<file path="src/rtl/ctxbc_pkg.sv">
// ----------------------------------------------------------------------------
// ctxbc_pkg: shared types and constants for the chained table-XOR byte cipher
// Holds the 256-entry key table, result kinds and the result-queue sizing.
// ----------------------------------------------------------------------------
package ctxbc_pkg;

  localparam int ByteW     = 8;
  localparam int QueueDepth = 4;
  localparam int QueuePtrW  = $clog2(QueueDepth);
  localparam int QueueCntW  = $clog2(QueueDepth + 1);

  // Key table index is the frame position plus this offset, mod 256
  localparam logic [ByteW-1:0] RomOffset = 8'd10;

  typedef enum logic [1:0] {
    KIND_DATA    = 2'd0,
    KIND_CSUM    = 2'd1,
    KIND_VERDICT = 2'd2
  } kind_t;

  typedef struct packed {
    logic [ByteW-1:0] byte_val;
    kind_t            kind;
    logic             ok;
    logic             last;
  } item_t;

  localparam logic [ByteW-1:0] ChainRom [256] = '{
    8'h2f,8'h97,8'h65,8'hd8,8'h19,8'hfc,8'h0c,8'ha1,8'hc3,8'h2c,8'h38,8'h2d,8'h32,8'he3,8'h42,8'hbe,
    8'hb2,8'h12,8'hec,8'h61,8'h25,8'hde,8'h50,8'h18,8'h9c,8'h16,8'h37,8'h24,8'hdc,8'hea,8'h0f,8'h13,
    8'hca,8'h63,8'heb,8'h96,8'h0e,8'h06,8'h9a,8'hda,8'hd1,8'hb4,8'he6,8'h77,8'h86,8'h7c,8'h3c,8'h05,
    8'hbb,8'hd4,8'h8c,8'h51,8'h68,8'h60,8'h73,8'h21,8'h30,8'h55,8'hdf,8'h84,8'h39,8'h8f,8'hcc,8'h9d,
    8'h3d,8'ha3,8'h8d,8'h94,8'h7d,8'h92,8'h56,8'hb0,8'h9b,8'h43,8'h1d,8'h3a,8'h11,8'h74,8'h75,8'hce,
    8'hd3,8'hc7,8'hf6,8'h98,8'had,8'hf1,8'h95,8'h20,8'h5e,8'h8e,8'hd2,8'h5f,8'h69,8'hed,8'h7b,8'ha2,
    8'hab,8'h47,8'hb8,8'h46,8'h04,8'h31,8'hf9,8'h29,8'hd5,8'h4c,8'he4,8'hdd,8'h6e,8'h10,8'hdb,8'h53,
    8'h48,8'h79,8'haa,8'h14,8'hbf,8'h85,8'h52,8'h41,8'h58,8'h99,8'he7,8'h7a,8'h76,8'h70,8'h6b,8'h4b,
    8'ha6,8'h4e,8'h1a,8'h9f,8'hc1,8'hf5,8'h80,8'hfa,8'hc8,8'h02,8'hbc,8'hf7,8'ha9,8'h6c,8'hb6,8'ha7,
    8'hc6,8'hf2,8'h1f,8'hba,8'hf8,8'h67,8'he2,8'hc4,8'h40,8'h23,8'hff,8'h33,8'he5,8'h3e,8'h72,8'he9,
    8'h66,8'h5a,8'ha5,8'h17,8'h35,8'hac,8'h54,8'h28,8'ha8,8'he8,8'hc2,8'hf0,8'hc9,8'he1,8'h0d,8'h87,
    8'h4d,8'h7f,8'h59,8'hd7,8'h8b,8'hfd,8'hb1,8'ha4,8'hb9,8'h4a,8'hcf,8'h44,8'hf3,8'h81,8'h6d,8'h57,
    8'h83,8'h15,8'h2a,8'hb5,8'h45,8'hee,8'h08,8'h7e,8'h00,8'h34,8'haf,8'h6a,8'hf4,8'h03,8'hcb,8'h8a,
    8'hef,8'hbd,8'h01,8'ha0,8'h27,8'h3f,8'h09,8'h90,8'h07,8'h22,8'hfb,8'hd9,8'hc0,8'h5b,8'h4f,8'hd0,
    8'h2e,8'h3b,8'h36,8'h5c,8'h1b,8'h49,8'h6f,8'h9e,8'h89,8'h82,8'hb3,8'h26,8'h1c,8'h2b,8'h0b,8'h62,
    8'h88,8'h0a,8'hfe,8'he0,8'h93,8'h1e,8'hc5,8'h78,8'h71,8'h5d,8'hcd,8'hb7,8'hd6,8'hae,8'h91,8'h64
  };

endpackage

</file>
<file path="src/rtl/chained_table_xor_byte_cipher_top.sv">
// ----------------------------------------------------------------------------
// chained_table_xor_byte_cipher_top: chained table-XOR byte cipher
// Encodes or decodes frame bytes chained on the previous cipher byte and a
// key table entry; appends or checks an XOR checksum of the plaintext.
// ----------------------------------------------------------------------------
// Results are registered in the result queue and presented from its head.
// Throughput: one item per cycle while in_tready is high; an encode frame end
//   yields two results and the four-slot result queue drains one per cycle
//   while out_tready is high, so in_tready needs two free slots.
// Reset (rst_n low, synchronous): mode to encode, chain state and queue clear.
module chained_table_xor_byte_cipher_top
  import ctxbc_pkg::*;
(
  input  logic       clk,
  input  logic       rst_n,
  // configuration write
  input  logic       cfg_valid,
  output logic       cfg_ready,
  input  logic       cfg_data,     // [0] mode
  // input stream
  input  logic       in_tvalid,
  output logic       in_tready,
  input  logic [7:0] in_tdata,     // [7:0] in_byte
  input  logic       in_tlast,     // frame_end
  // result stream
  output logic       out_tvalid,
  input  logic       out_tready,
  output logic [7:0] out_tdata,    // [7:0] out_byte
  output logic [7:0] out_tuser,    // [1:0] item_kind, [2] check_ok, [7:3] zero
  output logic       out_tlast     // run_last
);

  logic                 mode_r;
  logic [ByteW-1:0]     prev_r, prev_nxt;
  logic [ByteW-1:0]     check_r, check_nxt;
  logic [ByteW-1:0]     pos_r, pos_nxt;
  logic                 in_frame_r, in_frame_nxt;

  item_t                slot_r [QueueDepth];
  logic [QueuePtrW-1:0] wr_ptr_r, rd_ptr_r;
  logic [QueueCntW-1:0] count_r, count_nxt;

  logic                 in_acc, out_acc;
  logic [ByteW-1:0]     rom_idx, key, chained, new_check;
  item_t                item0, item1;
  logic [1:0]           n_push;

  assign cfg_ready = 1'b1;
  assign in_acc    = in_tvalid && in_tready;
  assign out_acc   = out_tvalid && out_tready;
  assign in_tready = (count_r <= QueueCntW'(QueueDepth - 2));

  // Hold the mode register
  always_ff @(posedge clk) begin
    if (!rst_n) begin
      mode_r <= 1'b0;
    end else if (cfg_valid && cfg_ready) begin
      mode_r <= cfg_data;
    end
  end

  // Chain one byte against the previous cipher byte and the key table
  assign rom_idx = pos_r + RomOffset;
  assign key     = ChainRom[rom_idx];
  assign chained = in_frame_r ? (in_tdata ^ prev_r ^ key) : in_tdata;

  always_comb begin
    prev_nxt     = prev_r;
    check_nxt    = check_r;
    pos_nxt      = pos_r;
    in_frame_nxt = in_frame_r;
    new_check    = '0;
    item0        = '{byte_val: '0, kind: KIND_DATA, ok: 1'b0, last: 1'b1};
    item1        = '{byte_val: '0, kind: KIND_CSUM, ok: 1'b0, last: 1'b1};
    n_push       = 2'd0;
    if (in_acc) begin
      n_push = 2'd1;
      if (mode_r) begin
        // decode: last byte is the received checksum
        if (in_tlast) begin
          item0.kind   = KIND_VERDICT;
          item0.ok     = (in_tdata == check_r);
          prev_nxt     = '0;
          check_nxt    = '0;
          pos_nxt      = '0;
          in_frame_nxt = 1'b0;
        end else begin
          item0.byte_val = chained;
          prev_nxt       = in_tdata;
          check_nxt      = check_r ^ chained;
          pos_nxt        = pos_r + 8'd1;
          in_frame_nxt   = 1'b1;
        end
      end else begin
        new_check      = check_r ^ in_tdata;
        item0.byte_val = chained;
        if (in_tlast) begin
          // encode: append the checksum after the last byte
          n_push         = 2'd2;
          item0.last     = 1'b0;
          item1.byte_val = new_check;
          prev_nxt       = '0;
          check_nxt      = '0;
          pos_nxt        = '0;
          in_frame_nxt   = 1'b0;
        end else begin
          prev_nxt     = chained;
          check_nxt    = new_check;
          pos_nxt      = pos_r + 8'd1;
          in_frame_nxt = 1'b1;
        end
      end
    end
  end

  always_ff @(posedge clk) begin
    if (!rst_n) begin
      prev_r     <= '0;
      check_r    <= '0;
      pos_r      <= '0;
      in_frame_r <= 1'b0;
    end else begin
      prev_r     <= prev_nxt;
      check_r    <= check_nxt;
      pos_r      <= pos_nxt;
      in_frame_r <= in_frame_nxt;
    end
  end

  // Result queue: push up to two items, pop one
  assign count_nxt = count_r + QueueCntW'(n_push) - QueueCntW'(out_acc);

  always_ff @(posedge clk) begin
    if (!rst_n) begin
      wr_ptr_r <= '0;
      rd_ptr_r <= '0;
      count_r  <= '0;
    end else begin
      wr_ptr_r <= wr_ptr_r + QueuePtrW'(n_push);
      rd_ptr_r <= rd_ptr_r + QueuePtrW'(out_acc);
      count_r  <= count_nxt;
    end
  end

  always_ff @(posedge clk) begin
    if (n_push != 2'd0) begin
      slot_r[wr_ptr_r] <= item0;
    end
    if (n_push == 2'd2) begin
      slot_r[wr_ptr_r + QueuePtrW'(1)] <= item1;
    end
  end

  // Drive the head of the queue
  assign out_tvalid = (count_r != '0);
  assign out_tdata  = slot_r[rd_ptr_r].byte_val;
  assign out_tuser  = {5'd0, slot_r[rd_ptr_r].ok, slot_r[rd_ptr_r].kind};
  assign out_tlast  = slot_r[rd_ptr_r].last;

  // Queue never overfills
  assert property (@(posedge clk) disable iff (!rst_n)
    count_r <= QueueCntW'(QueueDepth))
    else $error("result queue overflow");

  // Frame end returns all chain state to zero
  assert property (@(posedge clk) disable iff (!rst_n)
    (in_acc && in_tlast) |=> (pos_r == '0 && check_r == '0 && prev_r == '0 && !in_frame_r))
    else $error("chain state not cleared at frame end");

  // A verdict carries a zero byte and ends its run
  assert property (@(posedge clk) disable iff (!rst_n)
    (out_tvalid && out_tuser[1:0] == KIND_VERDICT) |-> (out_tdata == '0 && out_tlast))
    else $error("malformed verdict item");

endmodule
</file>
<file path="config.mk">
export PLATFORM = sky130hd
export DESIGN_NAME = chained_table_xor_byte_cipher_top
export DESIGN_NICKNAME = d
export VERILOG_FILES = /design/src/rtl/ctxbc_pkg.sv /design/src/rtl/chained_table_xor_byte_cipher_top.sv
export SDC_FILE = /design/constraint.sdc
export NUM_CORES = 1
export LEC_CHECK = 0
export BUFFER_PORTS_ARGS = -buffer_cell sky130_fd_sc_hd__buf_2
export CORE_ASPECT_RATIO = 1.1
export CORE_MARGIN = 4
export CORE_UTILIZATION = 60
export CTS_BUF_LIST = sky130_fd_sc_hd__clkbuf_16
export DETAILED_ROUTE_END_ITERATION = 7
export HOLD_SLACK_MARGIN = 0.02
export PLACE_DENSITY = 0.78
export SLEW_MARGIN = 15
export SYNTH_ARGS = -nofsm -noshare
export SYNTH_HDL_FRONTEND = slang
export SYNTH_SLANG_ARGS = --single-unit
</file>
<file path="constraint.sdc">
create_clock -name clk -period 11.6 [get_ports clk]
set_input_delay 0.58 -clock clk [delete_from_list [all_inputs] [get_ports clk]]
set_output_delay 0.58 -clock clk [all_outputs]
set_load 0.05 [all_outputs]
</file>
# Word-level counts from Yosys, hierarchy flattened
# Memories as Yosys holds them, arrays and structs flattened. A register that Yosys moved wholly into a read port is not among the register bits.
# Index checks and enable logic that the tools add are counted.
[word_totals]
ff_bits = 33
mem_bits_rw = 48
rom_bits = 2048
in_bits = 15
out_inout_bits = 20
word_cells = 57
mem_count = 2
[classes]
addsub = 7
n_lt_le_gt_ge = 2
n_eq_ne = 2
mux = 27
bitwise_logic = 5
n_reduce_logical = 4
[memory_table]
columns = ["name", "words", "width", "rd", "rd_clocked_by_memory_dff", "write_ports", "line_no", "source"]
rows = [
  ["(no name shown)", 256, 8, 1, 0, 0, "chained_table_xor_byte_cipher_top.sv:64", "assign key = ChainRom[rom_idx];"],
  ["slot_r", 4, 12, 1, 1, 2, "chained_table_xor_byte_cipher_top.sv:39", "item_t slot_r [QueueDepth];"],
]
[op_table]
columns = ["cell", "n"]
rows = [
  ["$mux W8", 14],
  ["$xor A8 B8 Y8", 4],
  ["$mux W12", 1],
  ["$ge A9 B9 Y1 const B", 1],
  ["$not A8 Y9", 1],
  ["$add A8 B1 Y8 const B", 1],
  ["$add A8 B4 Y8 const B", 1],
  ["$eq A8 B8 Y1", 1],
  ["$mux W2", 4],
  ["$mux W1", 6],
  ["$mux W3", 2],
  ["$add A3 B2 Y3", 1],
  ["$le A3 B2 Y1 const B", 1],
  ["$reduce_bool A3 Y1", 1],
  ["$sub A3 B1 Y3", 1],
  ["$add A2 B1 Y2", 1],
  ["$add A2 B1 Y2 const B", 1],
  ["$add A2 B2 Y2", 1],
  ["$eq A2 B2 Y1 const B", 1],
  ["$logic_and A1 B1 Y1", 2],
  ["$reduce_bool A2 Y1", 1],
]

# Longest topological paths before layout
# Gate-level depths: netlist of run 1.
[depth]
word_depth = 10
depth_mapped = 19
ltp_nobuf = 12

# Least setup slack after synthesis of run 1
# OpenSTA, ideal clock, no wires.
[synth_timing]
path_kind = "register to register"
startpoint = "reg pos_r[1]"
endpoint = "mem slot_r[0][6] (netlist name) (data pin)"
setup_ns = 0.272
t_arrival_ns = 3.699
required_time_ns = 11.328
path_slack_ns = 7.629
path_stages_with_launch = 18
n_path_buf = 7
synth_period_minus_slack_ns = 3.971
cell_sequence = "dfxtp_1 -> buf_2 -> inv_1 -> clkbuf_1 -> ha_1 -> buf_2 -> buf_2 -> buf_2 -> buf_2 -> clkbuf_1 -> a311oi_1 -> o31ai_1 -> a2bb2oi_1 -> nor3_1 -> a31oi_1 -> nand3_2 -> a221oi_1 -> a21oi_1"
[synth_lines]
columns = ["element", "line_no", "source"]
rows = [
  ["from (decl)", "chained_table_xor_byte_cipher_top.sv:36", "logic [ByteW-1:0] pos_r, pos_nxt;"],
  ["from (signal assigned)", "chained_table_xor_byte_cipher_top.sv:125", "pos_r <= pos_nxt;"],
  ["to (decl)", "chained_table_xor_byte_cipher_top.sv:39", ""],
]

# Worst setup path in the final report of run 1
[layout_timing]
startpoint = "reg pos_r[1]"
endpoint = "reg prev_r[3]"
[layout_between]
elab_chain_cells = 9
[layout_rtl]
columns = ["element", "line_no", "source"]
rows = [
  ["$add A8 B4 Y8", "chained_table_xor_byte_cipher_top.sv:63", "assign rom_idx = pos_r + RomOffset;"],
  ["$not A8 Y9 (implied by the code)", "chained_table_xor_byte_cipher_top.sv:64", ""],
  ["$mem_v2 Z256 W8", "-", ""],
  ["$mux W8 (implied by the code) (2 in a row)", "chained_table_xor_byte_cipher_top.sv:64", ""],
  ["$xor A8 B8 Y8", "chained_table_xor_byte_cipher_top.sv:65", "assign chained = in_frame_r ? (in_tdata ^ prev_r ^ key) : in_tdata;"],
  ["$mux W8", "chained_table_xor_byte_cipher_top.sv:65", ""],
  ["$mux W8", "chained_table_xor_byte_cipher_top.sv:97", "if (in_tlast) begin"],
  ["$mux W8", "chained_table_xor_byte_cipher_top.sv:78", "if (mode_r) begin"],
  ["to (signal assigned)", "chained_table_xor_byte_cipher_top.sv:123", "prev_r <= prev_nxt;"],
  ["to (decl)", "chained_table_xor_byte_cipher_top.sv:34", "logic [ByteW-1:0] prev_r, prev_nxt;"],
]
# No other way between the ends. The select of a mux whose other input is x is not followed.
# A chain may end at the register's enable or synchronous reset.

==> results of run 1 <==
==> path summary, 6_finish.rpt <==
path	end	startpoint
setup / recovery	prev_r[3]$_SDFFE_PN0P_	pos_r[1]$_SDFFE_PN0P_
hold reg to reg	slot_r[0][2]$_SDFFE_PP1P_	slot_r[0][2]$_SDFFE_PP1P_
setup reg to reg	prev_r[3]$_SDFFE_PN0P_	pos_r[1]$_SDFFE_PN0P_
hold / removal	slot_r[0][2]$_SDFFE_PP1P_	slot_r[0][2]$_SDFFE_PP1P_
==> flip-flops by register name (all words and copies together) (netlist names) <==
register    flops
check_r         8
count_r         3
in_frame_r      1
mode_r          1
pos_r           8
prev_r          8
rd_ptr_r        2
slot_r         48
wr_ptr_r        2
==> layer usage <==
layer / track usage / vias to the layer above
li1: - / 4424
met1: 0.4342 / 4450
met2: 0.5811 / 789
met3: 0.06635 / 175
met4: 0.1910 / 0
met5: 0 / -
==> stage by stage <==
stage / total power [mW] / instance area, um2 / hold WS [ns] / worst slack [ns] / cells
after floorplan: 0.7953 / 9040 / 0.4187 / 7.629 / 1218
after global placement: 0.8986 / 8992 / 0.4307 / 6.441 / 1318
after detailed placement: 0.9100 / 8992 / 0.4368 / 6.488 / 1318
after CTS: 1.188 / 9289 / 0.4470 / 6.462 / 1334
after global routing: 1.254 / 9289 / 0.4613 / 5.900 / 1334
final: 1.198 / 9289 / 0.4496 / 6.174 / 1334
==> cell families after synthesis <==
| kind of cell | after synthesis | synth area share |
|---|---|---|
| AO/OA/AOI/OAI | 427 | 0.3201 |
| XOR/XNOR | 37 | 0.04062 |
| adder cells (fa/ha/maj) | 23 | 0.03244 |
| buffers and inverters | 158 | 0.07833 |
| flip-flops | 81 | 0.2152 |
| multiplexers | 41 | 0.07320 |
| other | 2 | 0.0008321 |
| AND/OR/NAND/NOR | 445 | 0.2393 |
==> worst register-to-register path, cell delays in order (launching register included) <==
cell and delay, ns:
dfxtp_1 0.31, buf_4 0.43, inv_1 0.47, ha_4 0.48, inv_1 0.93, o21ai_0 0.32, a311oi_1 0.54, o21ai_0 0.19
a311oi_1 0.39, mux2i_1 0.76, nor2b_1 0.25, xnor2_1 0.13, o21ai_0 0.09
==> cells in the mapped netlist, types with 7 or more instances <==
| cell | n | area [um2] |
|---|---|---|
| inv_1 | 21 | 78.83 |
| nor4_1 | 11 | 68.82 |
| nand4_1 | 9 | 56.30 |
| clkbuf_1 | 71 | 266.5 |
| xnor2_1 | 22 | 192.7 |
| nand2b_1 | 25 | 156.4 |
| nor2b_1 | 20 | 125.1 |
| nand2_1 | 128 | 480.5 |
| a31oi_1 | 17 | 106.4 |
| a211oi_1 | 27 | 202.7 |
| a21oi_1 | 113 | 565.5 |
| or3_1 | 12 | 75.07 |
| o22a_1 | 15 | 131.4 |
| buf_4 | 13 | 97.59 |
| xor2_1 | 11 | 96.34 |
| nor3_1 | 29 | 145.1 |
| o311ai_0 | 13 | 113.9 |
| and2_1 | 20 | 125.1 |
| a311oi_1 | 18 | 157.7 |
| o211ai_1 | 20 | 150.1 |
| a221oi_1 | 27 | 236.5 |
| o21ai_0 | 78 | 390.4 |
| o22ai_1 | 10 | 62.56 |
| dfxtp_1 | 49 | 980.9 |
| o2111ai_1 | 7 | 61.31 |
| ha_1 | 21 | 262.8 |
| nor2_1 | 108 | 405.4 |
| buf_2 | 40 | 200.2 |
| edfxtp_1 | 32 | 960.9 |
| mux2i_1 | 21 | 210.2 |
| buf_1 | 10 | 37.54 |
| nand3_1 | 50 | 250.2 |
| mux4_2 | 20 | 450.4 |
==> power groups by stage <==
stage	combinational [mW]	sequential [mW]	clock, mW
2_1_floorplan	0.416	0.379	0
3_3_place_gp	0.485	0.413	0
3_5_place_dp	0.492	0.418	0
4_1_cts	0.495	0.412	0.281
5_1_grt	0.540	0.421	0.293
6_report	0.503	0.413	0.282
==> area by class of cell <==
type                            instances  area share
Clock buffer                           10     0.02694
Clock inverter                          6    0.004984
Inverter                               22    0.008890
Multi-Input combinational cell        979      0.6963
Sequential cell                        81      0.2091
Tap cell                              192     0.02586
Timing Repair Buffer                   44     0.02802
==> placed cells by master (no fill, tap or decap), types with 25 or more instances in the layout <==
cell type / n
a21oi_1: 113
nor3_1: 29
nand2_1: 128
nand2b_1: 25
nor2_1: 108
o21ai_0: 78
dfxtp_1: 49
a221oi_1: 27
edfxtp_1: 32
a211oi_1: 27
buf_2: 28
nand3_1: 50
==> impl_metrics.yaml, run 1 <==
detailed_routing:
  wl_met1_mm: 11.07
  num_vias: 9838
  drt_first_pass_iters: 8
  via_per_inst: 7.375
  wl_mm: 30.83
  drc_errors: 0
  dr_wl_met3_mm: 3.450
  ant_nets: 0
  highest_layer: "met4"
  dr.first_iter.drc_count: 2077
  routedWlPerCell_um: 23.11
  dr_wl_met2_mm: 14.29
synth:
  ys.flop_type: "dfxtp_1"
  syn-cell-area_um2: 9025
  synth.avg_cell_area_um2: 7.434
  ys_warn_count: 0
  synth_edf_count: 32
  synth.ff_latch_count: 81
  ys_seq_area_frac: 0.2152
  ys_async_sr_fraction: 0
  synth_cell_type_count: 83
  syn-instance-count: 1214
clocking:
  clockRootBuffer: "clkbuf_16"
  cts_resized: 0
  clk_path_buf_depth: 2
  clock_tree.htree_level_count: 3
  post_cts_buffers: 0
  clkTransAtPathRegs_ns: 0.07
  cts.sinks: 81
  numCtsBuffers: 9
  cts_tree: "yes"
  clkLatencyLatePin_ns: 0.34
  ctsHoldBuffers: 0
setup_path:
  worst-path-buf-inv: 3
  cp_max_fo: 45
  cp-start-kind: "flop"
  critPathCaptureType: "flop"
  worst_path_max_delay_cell: "inv_1"
  crit_top_cell: "o21ai_0"
  critPathKind: "flop to flop"
  arrival_ns: 5.63
  r2r_setup_slack_ns: 6.17
  cp.depth: 12
  critPathTopFamily: "buffers and inverters"
  worst-r2r-cell-count: 12
  cp_cell_sequence: "buf_4 > inv_1 > ha_4 > inv_1 > o21ai_0 > a311oi_1 > o21ai_0 > a311oi_1 > mux2i_1 > nor2b_1 > xnor2_1 > o21ai_0"
  crit_required_ns: 11.80
  max_stage_delay_ns: 0.92
placed_design:
  io_buffers: 28
  dp_hpwl_mm: 20.72
  gp_congestion: 1.101
floorplanning:
  die_w_um: 124.9
  rows: 46
  core_um2: 14560
  die_h_um: 136.6
  die_area_um2: 17070
  io-pin-count: 35
  start_util: 0.6198
worst_hold_path:
  worst_hold_path.num_cells: 2
  hold_path_class: "flop to flop"
cells_and_area:
  nFillCells: 1324
  multi_input_area_um2: 6467
  antenna_cells: 0
  num-nets-final: 1174
  area_growth_pct: 2.925
  postLayoutCoreUtil: 0.6379
  ff_latch_area_um2: 1942
  drive_above_1_share: 0.08844
global_route:
  grt_usage: 0.3503
  grt_max_degree: 87
  grt_pass1_vias: 8911
  antenna_found_initial: 0
  overflow: 0
  grt_pass1_wl_mm: 48.82
pwr:
  switching_share: 0.4274
  p_leak_nw: 3.173
  p_comb_frac: 0.420
  pwr-share-clk: 0.235
  vdd_ir_drop_max_mv: 0.09910
  p_int_mw: 0.6860
  power_density_nw_per_um2: 129.0
  power_frac_seq: 0.344
  p_switching_mw: 0.5120
status:
  status: "finished, final reports clean"
sta:
  fin_skew_ns: 0.008258
  tns_ns: 0
  relSlewSlack: 0.1784
  finalCritPeriodShare: 0.4678
  slew_viol_final: 0
  hold_viol_final: 0
  rsz0062_at_grt: "no"
  worstMarginPinSlew_ns: 1.231
  fmax_ghz: 0.1843
  setup_viol: 0
  min_period_ns: 5.426
run:
  cap_viol_max_count: 0
No activity file was read; power rests on OpenSTA's default activity.
==> run 2, diff against run 1 <==
clock period = 5.35 ns   (was 11.6 ns; I/O delays follow)
==> run 2 against run 1 <==
  * Clock skew shrank 0.00095 ns
  * Critical path depth is 1 higher
  * Sequential share of layout area shrank 0.42 points
  * Core utilization grew 1.3 points
  * Register-to-register slack got worse by 5.5 ns
  * Non-clock buffer count is 21 higher
  * Largest cell class unchanged
==> impl_metrics.yaml, run 2 (same netlist as run 1, synthesis figures left out) <==
setup_path:
  cp_max_fo: 23
  critPathCaptureType: "flop"
  cp_cell_sequence: "buf_4 > ha_1 > buf_4 > or3b_2 > a21oi_1 > a21oi_1 > o2111ai_1 > o211ai_1 > a311oi_1 > mux2i_1 > nor2b_1 > xnor2_1 > o21ai_0"
  worst_path_max_delay_cell: "mux2i_1"
  r2r-end: "prev_r[3]$_SDFFE_PN0P_"
  r2r-start: "pos_r[1]$_SDFFE_PN0P_"
  arrival_ns: 4.88
  max_stage_delay_ns: 0.89
  crit_required_ns: 5.57
  worst-r2r-cell-count: 13
  r2r_setup_slack_ns: 0.69
  cp-start-kind: "flop"
  critPathKind: "flop to flop"
clocking:
  post_cts_buffers: 0
  clkLatencyLatePin_ns: 0.35
  cts_tree: "yes"
  clk_path_buf_depth: 2
  ctsHoldBuffers: 0
  cts_resized: 0
  clockRootBuffer: "clkbuf_16"
  clock_tree.htree_level_count: 3
  clkTransAtPathRegs_ns: 0.07
  numCtsBuffers: 9
  cts.sinks: 81
sta:
  min_period_ns: 4.665
  tns_ns: 0
  worstMarginPinSlew_ns: 1.112
  rsz0062_at_grt: "no"
  fmax_ghz: 0.2144
  setup_viol: 0
  slew_viol_final: 0
  fin_skew_ns: 0.007312
  finalCritPeriodShare: 0.8720
  hold_viol_final: 0
  relSlewSlack: 0.2586
global_route:
  grt_pass1_vias: 8985
  grt_usage: 0.3718
  grt_pass1_wl_mm: 50.77
  antenna_found_initial: 0
  overflow: 0
  grt_max_degree: 62
cells_and_area:
  finalNonFillerCells: 1355
  largest_register_ffs: 48
  top_register: "slot_r"
  num-nets-final: 1195
  area_growth_pct: 5.060
  final_cell_mix: "nand2_1, a21oi_1, nor2_1, o21ai_0, nand3_1"
  drive_above_1_share: 0.1049
  final_common_cell: "nand2_1"
  antenna_cells: 0
  fin_area_um2: 9482
  postLayoutCoreUtil: 0.6511
pwr:
  p_leak_nw: 3.278
  power.total_mw: 2.641
  power_density_nw_per_um2: 278.5
  vdd_ir_drop_max_mv: 0.1910
floorplanning:
  rows: 46
  core_um2: 14560
  start_util: 0.6198
  io-pin-count: 35
  die_area_um2: 17070
  die_w_um: 124.9
  die_h_um: 136.6
placed_design:
  dp_cells: 1339
  placed_area_um2: 9175
  io_buffers: 28
  dp_hpwl_mm: 22.75
  gp_congestion: 1.198
worst_hold_path:
  hold_path_class: "primary input to flop"
  hold_start: "cfg_data"
  worstHoldEndpoint: "mode_r$_SDFFE_PN0P_"
  worst_hold_path.num_cells: 3
detailed_routing:
  num_vias: 10230
  routedWlPerCell_um: 24.46
  ant_nets: 0
  via_per_inst: 7.552
  dr.first_iter.drc_count: 2068
  wl_mm: 33.15
  drc_errors: 0
  drt_first_pass_iters: 7
status:
  status: "finished, final reports clean"
run:
  cap_viol_max_count: 0
run 2: cell types whose count changed in the layout (fill, tap and decap cells not counted), sizes merged:
cell      delta
buf         +21
clkinvlp     +1
inv          -1
run 2: how the worst max path moves through the flow:
stage / start / end / slack (ns)
after global placement: pos_r[3]$_SDFFE_PN0P_ / slot_r[2][10]$_DFFE_PP_ / 1.09
final: pos_r[1]$_SDFFE_PN0P_ / prev_r[3]$_SDFFE_PN0P_ / 0.69
after CTS: pos_r[1]$_SDFFE_PN0P_ / slot_r[0][4]$_DFFE_PP_ / 0.97
after floorplan: pos_r[1]$_SDFFE_PN0P_ / slot_r[0][6]$_DFFE_PP_ / 1.38
after detailed placement: pos_r[1]$_SDFFE_PN0P_ / slot_r[0][4]$_DFFE_PP_ / 1.05
after global routing: pos_r[1]$_SDFFE_PN0P_ / prev_r[3]$_SDFFE_PN0P_ / 0.54
run 2: stage by stage:
| stage | worst slack (ns) | hold slack [ns] |
|---|---|---|
| 3_5_place_dp | 1.051 | 0.4427 |
| 5_1_grt | 0.5377 | 0.2254 |
| 6_report | 0.6851 | 0.1750 |
| 3_3_place_gp | 1.088 | 0.4282 |
| 4_1_cts | 0.9681 | 0.1858 |
| 2_1_floorplan | 1.379 | 0.4187 |
run 2: worst max-delay path, delay by kind of cell (launching register included):
kind,cells,cell delay [ns]
buffers and inverters,2,0.51
xor gates and xnor gates,1,0.13
DFF,1,0.33
adders and majority gates,1,0.42
AOI/OAI and AO/OA,6,1.52
muxes,1,0.89
and+or+nand+nor,2,0.71
run 2: layout make-up:
cell class / instances / area [um2]
inverters: 22 / 82.58
clock inverters: 6 / 56.30
clock buffers: 10 / 250.2
well taps: 192 / 240.2
repair buffers: 65 / 442.9
multi-input cells: 979 / 6467
fillers: 1219 / 5080
flip-flops and latches: 81 / 1942
run 2: routing by layer:
layer | wire, um | up-vias | global-route usage
met5 | 0 | - | 0
met3 | 3992 | 248 | 0.07923
met2 | 14960 | 894 | 0.6100
li1 | - | 4463 | -
met1 | 11660 | 4628 | 0.4527
met4 | 2531 | 0 | 0.2223
run 2: power breakdown:
part | switching, mW | total [mW] | internal, mW
clock | 0.273 | 0.625 | 0.352
sequential | 0.127 | 0.893 | 0.766
combinational | 0.739 | 1.12 | 0.384
total | 1.14 | 2.64 | 1.50
